<file path="config.mk">
export PLATFORM = sky130hd
export DESIGN_NAME = thermistor_resistance_to_temperature
export DESIGN_NICKNAME = d
export VERILOG_FILES = /design/src/hw/rtl/trt_pkg.sv /design/src/hw/rtl/trt_div.sv /design/src/hw/rtl/thermistor_resistance_to_temperature.sv
export SDC_FILE = /design/constraint.sdc
export NUM_CORES = 2
export LEC_CHECK = 0
export BUFFER_PORTS_ARGS = -buffer_cell sky130_fd_sc_hd__buf_2
export CAP_MARGIN = 20
export CELL_PAD_IN_SITES_DETAIL_PLACEMENT = 1
export CELL_PAD_IN_SITES_GLOBAL_PLACEMENT = 2
export CORE_MARGIN = 2
export CORE_UTILIZATION = 35
export CTS_CLUSTER_DIAMETER = 30
export DETAILED_ROUTE_END_ITERATION = 6
export PLACE_DENSITY_LB_ADDON = 0.1
export RECOVER_POWER = 100
export REMOVE_ABC_BUFFERS = 1
export SLEW_MARGIN = 20
export SYNTH_ARGS = -nofsm -noshare
export SYNTH_HDL_FRONTEND = slang
export SYNTH_SLANG_ARGS = --single-unit
</file>
<file path="constraint.sdc">
create_clock -name clk -period 11.2 [get_ports clk]
set_input_delay 1.12 -clock clk [delete_from_list [all_inputs] [get_ports clk]]
set_output_delay 1.12 -clock clk [all_outputs]
set_load 0.02 [all_outputs]
</file>
<file path="src/hw/rtl/trt_pkg.sv">
package trt_pkg;

  localparam int RES_W = 20;
  localparam int TEMP_W = 12;
  localparam int TABLE_POINTS = 10;
  localparam int SEG_W = $clog2(TABLE_POINTS);
  localparam int DT_W = TEMP_W + 1;
  localparam int PROD_W = RES_W + 1 + DT_W;
  localparam int NUM_W = PROD_W + 2;
  localparam int Q_W = 12;
  localparam int DIV_BPS = 2;
  localparam int DIV_STAGES = Q_W / DIV_BPS;
  localparam int TEMP_MIN = -1024;
  localparam int TEMP_MAX = 2047;

  localparam logic [RES_W-1:0] CURVE_OHMS [TABLE_POINTS] = '{
    20'd332776, 20'd96481, 20'd32566, 20'd12486, 20'd10000,
    20'd5331, 20'd2490, 20'd1071, 20'd678, 20'd338
  };

  localparam logic signed [TEMP_W-1:0] CURVE_TENTHS [TABLE_POINTS] = '{
    -12'sd400, -12'sd200, 12'sd0, 12'sd200, 12'sd250,
    12'sd400, 12'sd600, 12'sd850, 12'sd1000, 12'sd1200
  };

  typedef struct packed {
    logic neg;
    logic ovf;
    logic above;
    logic below;
  } side_t;

  function automatic logic [RES_W-1:0] seg_r2(input logic [SEG_W-1:0] seg);
    return CURVE_OHMS[seg];
  endfunction

  function automatic logic [RES_W-1:0] seg_den(input logic [SEG_W-1:0] seg);
    return CURVE_OHMS[seg - 1'b1] - CURVE_OHMS[seg];
  endfunction

  function automatic logic signed [DT_W-1:0] seg_dt(input logic [SEG_W-1:0] seg);
    logic signed [DT_W-1:0] t1;
    logic signed [DT_W-1:0] t2;
    t1 = DT_W'(CURVE_TENTHS[seg - 1'b1]);
    t2 = DT_W'(CURVE_TENTHS[seg]);
    return t1 - t2;
  endfunction

  function automatic logic signed [NUM_W-1:0] seg_base(input logic [SEG_W-1:0] seg);
    logic signed [NUM_W-1:0] t2;
    logic signed [NUM_W-1:0] den;
    t2 = NUM_W'(CURVE_TENTHS[seg]);
    den = NUM_W'(signed'({1'b0, seg_den(seg)}));
    return NUM_W'(t2 * den);
  endfunction

endpackage

</file>
<file path="src/hw/rtl/trt_div.sv">
module trt_div
  import trt_pkg::*;
(
  input  logic             clk,
  input  logic             rst_n,
  input  logic             in_valid,
  output logic             in_ready,
  input  logic [NUM_W-1:0] in_mag,
  input  logic [RES_W-1:0] in_den,
  input  side_t            in_side,
  output logic             out_valid,
  input  logic             out_ready,
  output logic [Q_W-1:0]   out_quo,
  output side_t            out_side
);

  logic             v_r    [DIV_STAGES];
  logic [NUM_W-1:0] rem_r  [DIV_STAGES];
  logic [RES_W-1:0] den_r  [DIV_STAGES];
  logic [Q_W-1:0]   quo_r  [DIV_STAGES];
  side_t            side_r [DIV_STAGES];

  logic             v_a    [DIV_STAGES+1];
  logic [NUM_W-1:0] rem_a  [DIV_STAGES+1];
  logic [RES_W-1:0] den_a  [DIV_STAGES+1];
  logic [Q_W-1:0]   quo_a  [DIV_STAGES+1];
  side_t            side_a [DIV_STAGES+1];
  logic             rdy    [DIV_STAGES+1];

  logic [NUM_W-1:0] rem_nxt [DIV_STAGES];
  logic [Q_W-1:0]   quo_nxt [DIV_STAGES];

  always_comb begin
    v_a[0] = in_valid;
    rem_a[0] = in_mag;
    den_a[0] = in_den;
    quo_a[0] = '0;
    side_a[0] = in_side;
    for (int s = 0; s < DIV_STAGES; s++) begin
      v_a[s+1] = v_r[s];
      rem_a[s+1] = rem_r[s];
      den_a[s+1] = den_r[s];
      quo_a[s+1] = quo_r[s];
      side_a[s+1] = side_r[s];
    end
  end

  always_comb begin
    rdy[DIV_STAGES] = out_ready;
    for (int s = DIV_STAGES - 1; s >= 0; s--) begin
      rdy[s] = !v_r[s] || rdy[s+1];
    end
  end

  always_comb begin
    logic [NUM_W-1:0] rem;
    logic [NUM_W-1:0] sh;
    logic [Q_W-1:0]   quo;
    logic             bit_q;
    for (int s = 0; s < DIV_STAGES; s++) begin
      rem = rem_a[s];
      quo = quo_a[s];
      for (int j = 0; j < DIV_BPS; j++) begin
        sh = NUM_W'(den_a[s]) << (Q_W - 1 - s * DIV_BPS - j);
        bit_q = (rem >= sh);
        if (bit_q) begin
          rem = rem - sh;
        end
        quo = {quo[Q_W-2:0], bit_q};
      end
      rem_nxt[s] = rem;
      quo_nxt[s] = quo;
    end
  end

  always_ff @(posedge clk) begin
    for (int s = 0; s < DIV_STAGES; s++) begin
      if (!rst_n) begin
        v_r[s] <= 1'b0;
      end else if (rdy[s]) begin
        v_r[s] <= v_a[s];
      end
      if (rdy[s] && v_a[s]) begin
        rem_r[s] <= rem_nxt[s];
        quo_r[s] <= quo_nxt[s];
        den_r[s] <= den_a[s];
        side_r[s] <= side_a[s];
      end
    end
  end

  assign in_ready = rdy[0];
  assign out_valid = v_r[DIV_STAGES-1];
  assign out_quo = quo_r[DIV_STAGES-1];
  assign out_side = side_r[DIV_STAGES-1];

endmodule

</file>
<file path="src/hw/rtl/thermistor_resistance_to_temperature.sv">
// Stages: an accepted item passes in order through segment search, multiply, sum and
// sign, six divider stages of two quotient bits, and output saturation.
// Throughput: one item per cycle; each stage advances whenever the stage after it is
// empty or moving, so a stall only holds items in place.
// Reset: synchronous active-low rst_n clears every stage valid bit; data is not reset.
module thermistor_resistance_to_temperature
  import trt_pkg::*;
(
  input  logic                     clk,
  input  logic                     rst_n,
  input  logic                     in_valid,
  output logic                     in_ready,
  input  logic [RES_W-1:0]         in_resistance_ohms,
  output logic                     out_valid,
  input  logic                     out_ready,
  output logic signed [TEMP_W-1:0] out_temp_tenths,
  output logic                     out_above_table,
  output logic                     out_below_table
);

  logic             s1_v_r;
  logic [RES_W-1:0] s1_res_r;
  logic [SEG_W-1:0] s1_seg_r;
  logic             s1_above_r;
  logic             s1_below_r;

  logic                     s2_v_r;
  logic signed [PROD_W-1:0] s2_prod_r;
  logic signed [NUM_W-1:0]  s2_base_r;
  logic [RES_W-1:0]         s2_den_r;
  logic                     s2_above_r;
  logic                     s2_below_r;

  logic             s3_v_r;
  logic [NUM_W-1:0] s3_mag_r;
  logic [RES_W-1:0] s3_den_r;
  side_t            s3_side_r;

  logic                     out_valid_r;
  logic signed [TEMP_W-1:0] out_temp_r;
  logic                     out_above_r;
  logic                     out_below_r;

  logic rdy1, rdy2, rdy3, rdy_o, div_in_ready;
  logic div_valid;
  logic [Q_W-1:0] div_quo;
  side_t div_side;

  logic [SEG_W-1:0] seg_nxt;
  logic             hit_nxt;
  logic             above_nxt;

  logic [RES_W-1:0]         diff;
  logic signed [PROD_W-1:0] prod_nxt;

  logic signed [NUM_W-1:0] num;
  logic [NUM_W-1:0]        mag_nxt;
  logic                    ovf_nxt;

  logic signed [Q_W:0]      quo_s;
  logic signed [Q_W:0]      neg_q;
  logic signed [TEMP_W-1:0] temp_nxt;

  assign rdy_o = !out_valid_r || out_ready;
  assign rdy3 = !s3_v_r || div_in_ready;
  assign rdy2 = !s2_v_r || rdy3;
  assign rdy1 = !s1_v_r || rdy2;
  assign in_ready = rdy1;

  always_comb begin
    hit_nxt = 1'b0;
    seg_nxt = SEG_W'(1);
    for (int i = 1; i < TABLE_POINTS; i++) begin
      if (!hit_nxt && (in_resistance_ohms >= CURVE_OHMS[i])) begin
        hit_nxt = 1'b1;
        seg_nxt = SEG_W'(i);
      end
    end
    above_nxt = in_resistance_ohms > CURVE_OHMS[0];
  end

  always_comb begin
    diff = s1_res_r - seg_r2(s1_seg_r);
    prod_nxt = signed'({1'b0, diff}) * seg_dt(s1_seg_r);
  end

  always_comb begin
    num = NUM_W'(s2_prod_r) + s2_base_r;
    mag_nxt = num[NUM_W-1] ? NUM_W'(-num) : NUM_W'(num);
    ovf_nxt = mag_nxt >= (NUM_W'(s2_den_r) << Q_W);
  end

  always_comb begin
    quo_s = signed'({1'b0, div_quo});
    neg_q = -quo_s;
    if (div_side.below) begin
      temp_nxt = CURVE_TENTHS[TABLE_POINTS-1];
    end else if (div_side.neg) begin
      if (div_side.ovf || (quo_s > (Q_W+1)'(-TEMP_MIN))) begin
        temp_nxt = TEMP_W'(TEMP_MIN);
      end else begin
        temp_nxt = neg_q[TEMP_W-1:0];
      end
    end else begin
      if (div_side.ovf || (quo_s > (Q_W+1)'(TEMP_MAX))) begin
        temp_nxt = TEMP_W'(TEMP_MAX);
      end else begin
        temp_nxt = quo_s[TEMP_W-1:0];
      end
    end
  end

  always_ff @(posedge clk) begin
    if (!rst_n) begin
      s1_v_r <= 1'b0;
      s2_v_r <= 1'b0;
      s3_v_r <= 1'b0;
      out_valid_r <= 1'b0;
    end else begin
      if (rdy1) begin
        s1_v_r <= in_valid;
      end
      if (rdy2) begin
        s2_v_r <= s1_v_r;
      end
      if (rdy3) begin
        s3_v_r <= s2_v_r;
      end
      if (rdy_o) begin
        out_valid_r <= div_valid;
      end
    end
  end

  always_ff @(posedge clk) begin
    if (rdy1 && in_valid) begin
      s1_res_r <= in_resistance_ohms;
      s1_seg_r <= seg_nxt;
      s1_above_r <= above_nxt;
      s1_below_r <= !hit_nxt;
    end
    if (rdy2 && s1_v_r) begin
      s2_prod_r <= prod_nxt;
      s2_base_r <= seg_base(s1_seg_r);
      s2_den_r <= seg_den(s1_seg_r);
      s2_above_r <= s1_above_r;
      s2_below_r <= s1_below_r;
    end
    if (rdy3 && s2_v_r) begin
      s3_mag_r <= mag_nxt;
      s3_den_r <= s2_den_r;
      s3_side_r.neg <= num[NUM_W-1];
      s3_side_r.ovf <= ovf_nxt;
      s3_side_r.above <= s2_above_r;
      s3_side_r.below <= s2_below_r;
    end
    if (rdy_o && div_valid) begin
      out_temp_r <= temp_nxt;
      out_above_r <= div_side.above;
      out_below_r <= div_side.below;
    end
  end

  trt_div u_div (
    .clk       (clk),
    .rst_n     (rst_n),
    .in_valid  (s3_v_r),
    .in_ready  (div_in_ready),
    .in_mag    (s3_mag_r),
    .in_den    (s3_den_r),
    .in_side   (s3_side_r),
    .out_valid (div_valid),
    .out_ready (rdy_o),
    .out_quo   (div_quo),
    .out_side  (div_side)
  );

  assign out_valid = out_valid_r;
  assign out_temp_tenths = out_temp_r;
  assign out_above_table = out_above_r;
  assign out_below_table = out_below_r;

endmodule

</file>
* Yosys cells after proc, flatten, opt, wreduce, memory -nomap -nowiden
Memories as Yosys holds them, arrays and structs flattened. Cells that the tools add are included.
Cells by class: add/sub/neg operators 19, multipliers 2, $lt $le $gt $ge 27, mux-type cells 77, bitwise gates (word level) 8, reduce and logical (&&, ||, !) cells 50
Operator list (count):
- 2-to-1 mux 36 bit | 13
- 2-to-1 mux 12 bit | 7
- 2-to-1 mux 20 bit | 4
- 2-to-1 mux 1 bit | 47
- greater-or-equal comparator 20 x 14 -> 1 bit, second input constant | 2
- subtractor 20 bit | 2
- adder 34 x 36 -> 36 bit | 1
- greater-or-equal comparator 36 x 20 -> 1 bit | 1
- greater-or-equal comparator 36 x 21 -> 1 bit | 1
- greater-or-equal comparator 36 x 22 -> 1 bit | 1
- greater-or-equal comparator 36 x 23 -> 1 bit | 1
- greater-or-equal comparator 36 x 24 -> 1 bit | 1
- greater-or-equal comparator 36 x 25 -> 1 bit | 1
- greater-or-equal comparator 36 x 26 -> 1 bit | 1
- greater-or-equal comparator 36 x 27 -> 1 bit | 1
- greater-or-equal comparator 36 x 28 -> 1 bit | 1
- greater-or-equal comparator 36 x 29 -> 1 bit | 1
- greater-or-equal comparator 36 x 30 -> 1 bit | 1
- greater-or-equal comparator 36 x 31 -> 1 bit | 1
- greater-or-equal comparator 36 x 32 -> 1 bit | 1
- negator 36 bit | 1
- subtractor 36 x 20 -> 36 bit | 1
- subtractor 36 x 21 -> 36 bit | 1
- subtractor 36 x 22 -> 36 bit | 1
- 32 further kinds | 90
Word-level totals: register bits 196, bits in writable memories 438, bits in read-only memories 1024, input bits 24, word-level logic and storage cells 215, memories kept 9
Memory list:
- (no name shown) | depth 16, width 20, rd ports 1, clocked after memory_dff 0, wr ports 0, line trt_pkg.sv:38 | return CURVE_OHMS[seg - 1'b1] - CURVE_OHMS[seg];
- (no name shown) | depth 16, width 20, rd ports 1, clocked after memory_dff 0, wr ports 0, line trt_pkg.sv:38
- u_div.rem_r | depth 6, width 36, rd ports 5, clocked after memory_dff 0, wr ports 6, line trt_div.sv:18 | logic [NUM_W-1:0] rem_r [DIV_STAGES];
- (no name shown) | depth 16, width 12, rd ports 1, clocked after memory_dff 0, wr ports 0, line trt_pkg.sv:52 | t2 = NUM_W'(CURVE_TENTHS[seg]);
- (no name shown) | depth 16, width 12, rd ports 1, clocked after memory_dff 0, wr ports 0, line trt_pkg.sv:44 | t1 = DT_W'(CURVE_TENTHS[seg - 1'b1]);
- u_div.den_r | depth 6, width 20, rd ports 5, clocked after memory_dff 0, wr ports 6, line trt_div.sv:19 | logic [RES_W-1:0] den_r [DIV_STAGES];
- +3 memories

* Logic depth before layout (Yosys ltp)
word-level depth 27, depth in mapped cells 44, depth with buffers taken out 42

* Cells and area by module
From an unflattened synthesis, not the netlist that was laid out.
Second synthesis, totals: cell total of the unflattened synthesis 5762, area, all modules 54028.1 um^2
By module, submodules not included:
- trt_div | instances 1, cells an instance 2859, area each 27119.8 um^2, sequential area each 10560.1 um^2
- thermistor_resistance_to_temperature | instances 1, cells an instance 2903, area each 26908.3 um^2, sequential area each 5665.4 um^2

* Worst setup path after synthesis
OpenSTA, ideal clock, no wires.
path type reg2reg, start register s1_seg_r[2], end register s2_prod_r[32], data pin, data arrival time 9.355 ns, setup slack 1.583 ns, stages on the path, launching flop included 40, path buffers 0, period minus slack after synthesis 9.617 ns, path through edfxtp_1 -> clkinv_1 -> ha_1 -> a21boi_0 -> xnor2_1 -> nand2_1 -> xnor2_1 -> ha_1 -> nor2b_1 -> o21ai_0 -> nand2b_1 -> and2_1 -> o21ai_0 -> nand2_1 -> a21o_1 -> a21o_1 -> a21o_1 -> a21oi_1 -> [... 4 more ...] -> inv_1 -> fa_1 -> fa_1 -> fa_1 -> inv_1 -> fa_1 -> inv_1 -> ha_1 -> o21ai_0 -> nor4b_1 -> o311ai_0 -> a21oi_1 -> o21ai_0 -> nand2b_1 -> a21bo_2 -> a211oi_1 -> a21oi_1 -> xor2_1
Between the ends: word-level cells in the longest chain between the ends 7, elaborated cells between the ends (all ways) 15, those cells by class add/sub (3); mul (1); mux (6); bitwise (2); memory (3)
Ends and longest elaborated chain:
- start, declared | line thermistor_resistance_to_temperature.sv:23 | logic [SEG_W-1:0] s1_seg_r;
- start signal, assigned | line thermistor_resistance_to_temperature.sv:138 | s1_seg_r <= seg_nxt;
- subtractor 4 x 1 -> 4 bit | line trt_pkg.sv:44
- NOT 4 -> 5 bit (implied by the code) | line trt_pkg.sv:44
- memory (16 x 12 bit)
- 2-to-1 mux 12 bit (implied by the code) (2 in a row) | line trt_pkg.sv:44
- subtractor 12 x 12 -> 13 bit | line trt_pkg.sv:46 | return t1 - t2;
- multiplier 21 x 13 -> 34 bit * | line thermistor_resistance_to_temperature.sv:84 | prod_nxt = signed'({1'b0, diff}) * seg_dt(s1_seg_r);
- net prod_nxt[32] | line thermistor_resistance_to_temperature.sv:54 | logic signed [PROD_W-1:0] prod_nxt;
- end signal, assigned | line thermistor_resistance_to_temperature.sv:143 | s2_prod_r <= prod_nxt;
- end, declared | line thermistor_resistance_to_temperature.sv:28 | logic signed [PROD_W-1:0] s2_prod_r;
Mark *: on every way through the listed nets, which the timed path passes. The rest lies on a longest branch. The select of a mux whose other input is x is not followed. A chain may end at the register's enable or synchronous reset.

* Final worst setup path
start register s1_seg_r[1], end register s2_base_r[34], data pin
Between the ends: word-level cells in the longest chain between the ends 7, elaborated cells between the ends (all ways) 14, those cells by class add/sub (2); mul (1); mux (6); bitwise (2); memory (3)
Ends and longest elaborated chain:
- subtractor 4 x 1 -> 4 bit | line trt_pkg.sv:38
- NOT 4 -> 5 bit (implied by the code) | line trt_pkg.sv:38
- memory (16 x 20 bit)
- 2-to-1 mux 20 bit (2 in a row)
- subtractor 20 bit
- multiplier 12 x 21 -> 33 bit * | line trt_pkg.sv:54 | return NUM_W'(t2 * den);
- end signal, assigned | line thermistor_resistance_to_temperature.sv:144 | s2_base_r <= seg_base(s1_seg_r);
- end, declared | line thermistor_resistance_to_temperature.sv:29 | logic signed [NUM_W-1:0] s2_base_r;
Every way passes the cells marked *; elsewhere a longest branch is shown, timed or not. The select of a mux whose other input is x is not followed.

==> impl_metrics.env <==
export IMPL_status="complete, but fails checks"
export IMPL_violations="capacitance limit, slew limit"
export IMPL_place_gp_congestion=0.8726
export IMPL_async_flop_share=0
export IMPL_maxCapViolCount=15
export IMPL_clock_sinks=537
export IMPL_synth_compound_area_frac=0.1439
export IMPL_worstSkewPairLatency_ns=0.76
export IMPL_clockRootBuffer="clkbuf_16"
export IMPL_crit_arrival_ns=10.95
export IMPL_grt_pass1_wl_um=259400
export IMPL_die_area_um2=155600
export IMPL_synth_mux_area_frac=0.01539
export IMPL_grtUsageTotal=0.2145
export IMPL_fin_nets=6748
export IMPL_rsz0062_at_grt="false"
export IMPL_fin_crit_ns=10.49
export IMPL_num_antenna_cells=0
export IMPL_finalClockSkew_ns=0.03090
export IMPL_clkTransAtPathRegs_ns=0.04
export IMPL_reg2regPathDepth=40
export IMPL_final_core_util=0.4045
export IMPL_syn_inst=5676
export IMPL_synth_area_um2=53350
export IMPL_io_buffers=39
export IMPL_cts_htree_levels=4
export IMPL_fillCellCount=17460
export IMPL_slowest_stage="edfxtp_1"
export IMPL_maxSlewViolCount=581
export IMPL_layout_drive_gt1_share=0.07314
export IMPL_ys_ff_latch=537
export IMPL_critPathRequiredTime_ns=11.66
export IMPL_post_cts_resized=0
export IMPL_multiInputGateArea_um2=34470
export IMPL_yosysSeqAreaShare=0.3013
export IMPL_seq_area_um2=16080
export IMPL_post_cts_repair_setup_buffers=0
export IMPL_tightest_slew_ns=3.615
export IMPL_synthSimpleGateAreaFrac=0.1623
export IMPL_core_um2=151700
export IMPL_cts_tree="built"
export IMPL_synth_xor_area_frac=0.06649
export IMPL_routedWlPerCell_um=21.04
export IMPL_cts_buffer_depth=3
export IMPL_drt_iter0_drc=1496
export IMPL_synthFlopType="edfxtp_1"
export IMPL_drc=0
export IMPL_fmax_ghz=0.09533
export IMPL_end_kind="register"
export IMPL_drtAntennaViolNets=0
export IMPL_synth_edf_count=532
export IMPL_grt_max_degree=63
export IMPL_dr_pass1_iters=5
export IMPL_finalHoldViolCount=0
export IMPL_vias=41510
export IMPL_area_growth_pct=15.04
export IMPL_yosys_warnings=0
export IMPL_slew_headroom=-1.410
export IMPL_die_h_um=394.4
export IMPL_synth_top_family_by_area="adder cells"
export IMPL_ys_types=98
export IMPL_placementRows=143
export IMPL_yosys_area_share_adder=0.2558
export IMPL_critPathKind="reg -> reg"
export IMPL_overflow=0
export IMPL_startpoint="s1_seg_r[1]$_SDFFCE_PP0P_"
export IMPL_antenna_found_initial=0
export IMPL_hp_start="u_div.side_r[1][2]$_DFFE_PP_"
export IMPL_slowest_delay_ns=0.52
export IMPL_r2r_start="s1_seg_r[1]$_SDFFCE_PP0P_"
export IMPL_routed_wl_um=168100
export IMPL_syn_avg_cell_area_um2=9.399
export IMPL_finalSetupTns_ns=0
export IMPL_dpl_hpwl_um=140800
export IMPL_grt_pass1_vias=45020
export IMPL_crit_path_frequent_cell="fa_1"
export IMPL_whs_path_depth=0
export IMPL_startpoint_type="register"
export IMPL_vias_per_cell=5.194
export IMPL_finalCritPeriodShare=0.9366
export IMPL_crit_fanout=20
export IMPL_hold_path_class="reg -> reg"
export IMPL_cts_hold_buf=0
export IMPL_boundaryPins=40
export IMPL_cts_buffers=154
export IMPL_die_w_um=394.4
export IMPL_setup_viol=0
export IMPL_start_util=0.3516
[Yosys cell counts, types with 91 or more instances]
cell type	count	area, um2
a21o_1	163	1224
a21oi_1	366	1832
clkbuf_1	96	360.4
edfxtp_1	532	15980
fa_1	338	6766
ha_1	550	6882
inv_1	635	2384
nand2_1	519	1948
nand2b_1	108	675.7
nand3_1	91	455.4
nor2_1	531	1993
nor3_1	106	530.5
o21ai_0	248	1241
xnor2_1	272	2382
xor2_1	133	1165
[sequential cells by signal, summed over array words and instances (netlist names)]
signal / cells
u_div.v_r: 6
s2_above_r: 1
s2_den_r: 20
s3_side_r: 4
u_div.rem_r: 175
s2_prod_r: 33
u_div.quo_r: 42
s1_v_r: 1
s3_v_r: 1
out_below_table: 1
u_div.side_r: 24
s2_v_r: 1
s2_base_r: 32
s1_res_r: 20
s1_above_r: 1
s3_mag_r: 35
out_temp_tenths: 12
out_above_table: 1
s3_den_r: 20
s1_below_r: 1
u_div.den_r: 100
s1_seg_r: 4
s2_below_r: 1
out_valid: 1
[critical path, delay by kind of cell (launching register included)]
kind                     cells  cell delay (ns)
AO/OA/AOI/OAI               18             3.76
adder cells (fa/ha/maj)     10             4.02
flip-flops                   1             0.52
XOR/XNOR                     2             0.48
AND/OR/NAND/NOR              5             0.51
buffers and inverters        5             0.88
[worst paths after layout]
path | endpoint | slack [ns]
worst max register to register | s2_base_r[34]$_DFFE_PP_ | 0.71
worst max-delay path | s2_base_r[34]$_DFFE_PP_ | 0.71
worst min register to register | u_div.side_r[2][2]$_DFFE_PP_ | 0.41
worst min-delay path | u_div.side_r[2][2]$_DFFE_PP_ | 0.41
[placed cells by master, fill, tap and decap left out, types with 91 or more instances in the layout]
| master | Yosys | routed |
|---|---|---|
| a21o_1 | 163 | 163 |
| a21oi_1 | 366 | 366 |
| clkbuf_16 | 0 | 158 |
| edfxtp_1 | 532 | 532 |
| fa_1 | 338 | 338 |
| ha_1 | 550 | 549 |
| inv_1 | 635 | 638 |
| nand2_1 | 519 | 519 |
| nand2b_1 | 108 | 108 |
| nand3_1 | 91 | 91 |
| nor2_1 | 531 | 530 |
| nor3_1 | 106 | 106 |
| o21ai_0 | 248 | 246 |
| xnor2_1 | 272 | 267 |
| xor2_1 | 133 | 131 |
[cell families (layout without fill, tap and decap cells)]
kind of cell               Yosys count  count (layout)
AOI/OAI and AO/OA                 1201            1201
xor gates and xnor gates           405             405
adders and majority gates          888             888
buffers and inverters              768            1053
DFF                                537             537
muxes                               74              74
other                                1               1
and+or+nand+nor                   1802            1802
[per-layer routing]
metal	vias up	track usage	routed length, um
met2	431	0.4294	93990
li1	20210	-	-
met4	0	0.08854	6889
met5	-	0	0
met1	20580	0.2234	64150
met3	281	0.02267	3103
[metrics by stage]
stage	cell area [um2]	setup slack, ns	hold slack [ns]	cells
finish	61370	0.7103	0.4120	7991
global route	61370	0.001154	0.4165	7991
CTS	61510	0.3593	0.4141	7991
detailed placement	56390	0.4027	0.4052	7710
global placement	56380	0.4276	0.4014	7710
floorplan	52850	1.149	0.4003	5553
[layout make-up]
class / count / area share
repair buffers: 127 / 0.01217
well taps: 2030 / 0.04139
clock inverters: 95 / 0.01692
inverters: 645 / 0.03945
clock buffers: 186 / 0.06647
flip-flops and latches: 537 / 0.2619
multi-input cells: 4371 / 0.5617
Power is left out: the tool's default activity adds up to more than one toggle a clock period on the data nets, which glitch-free logic cannot reach.
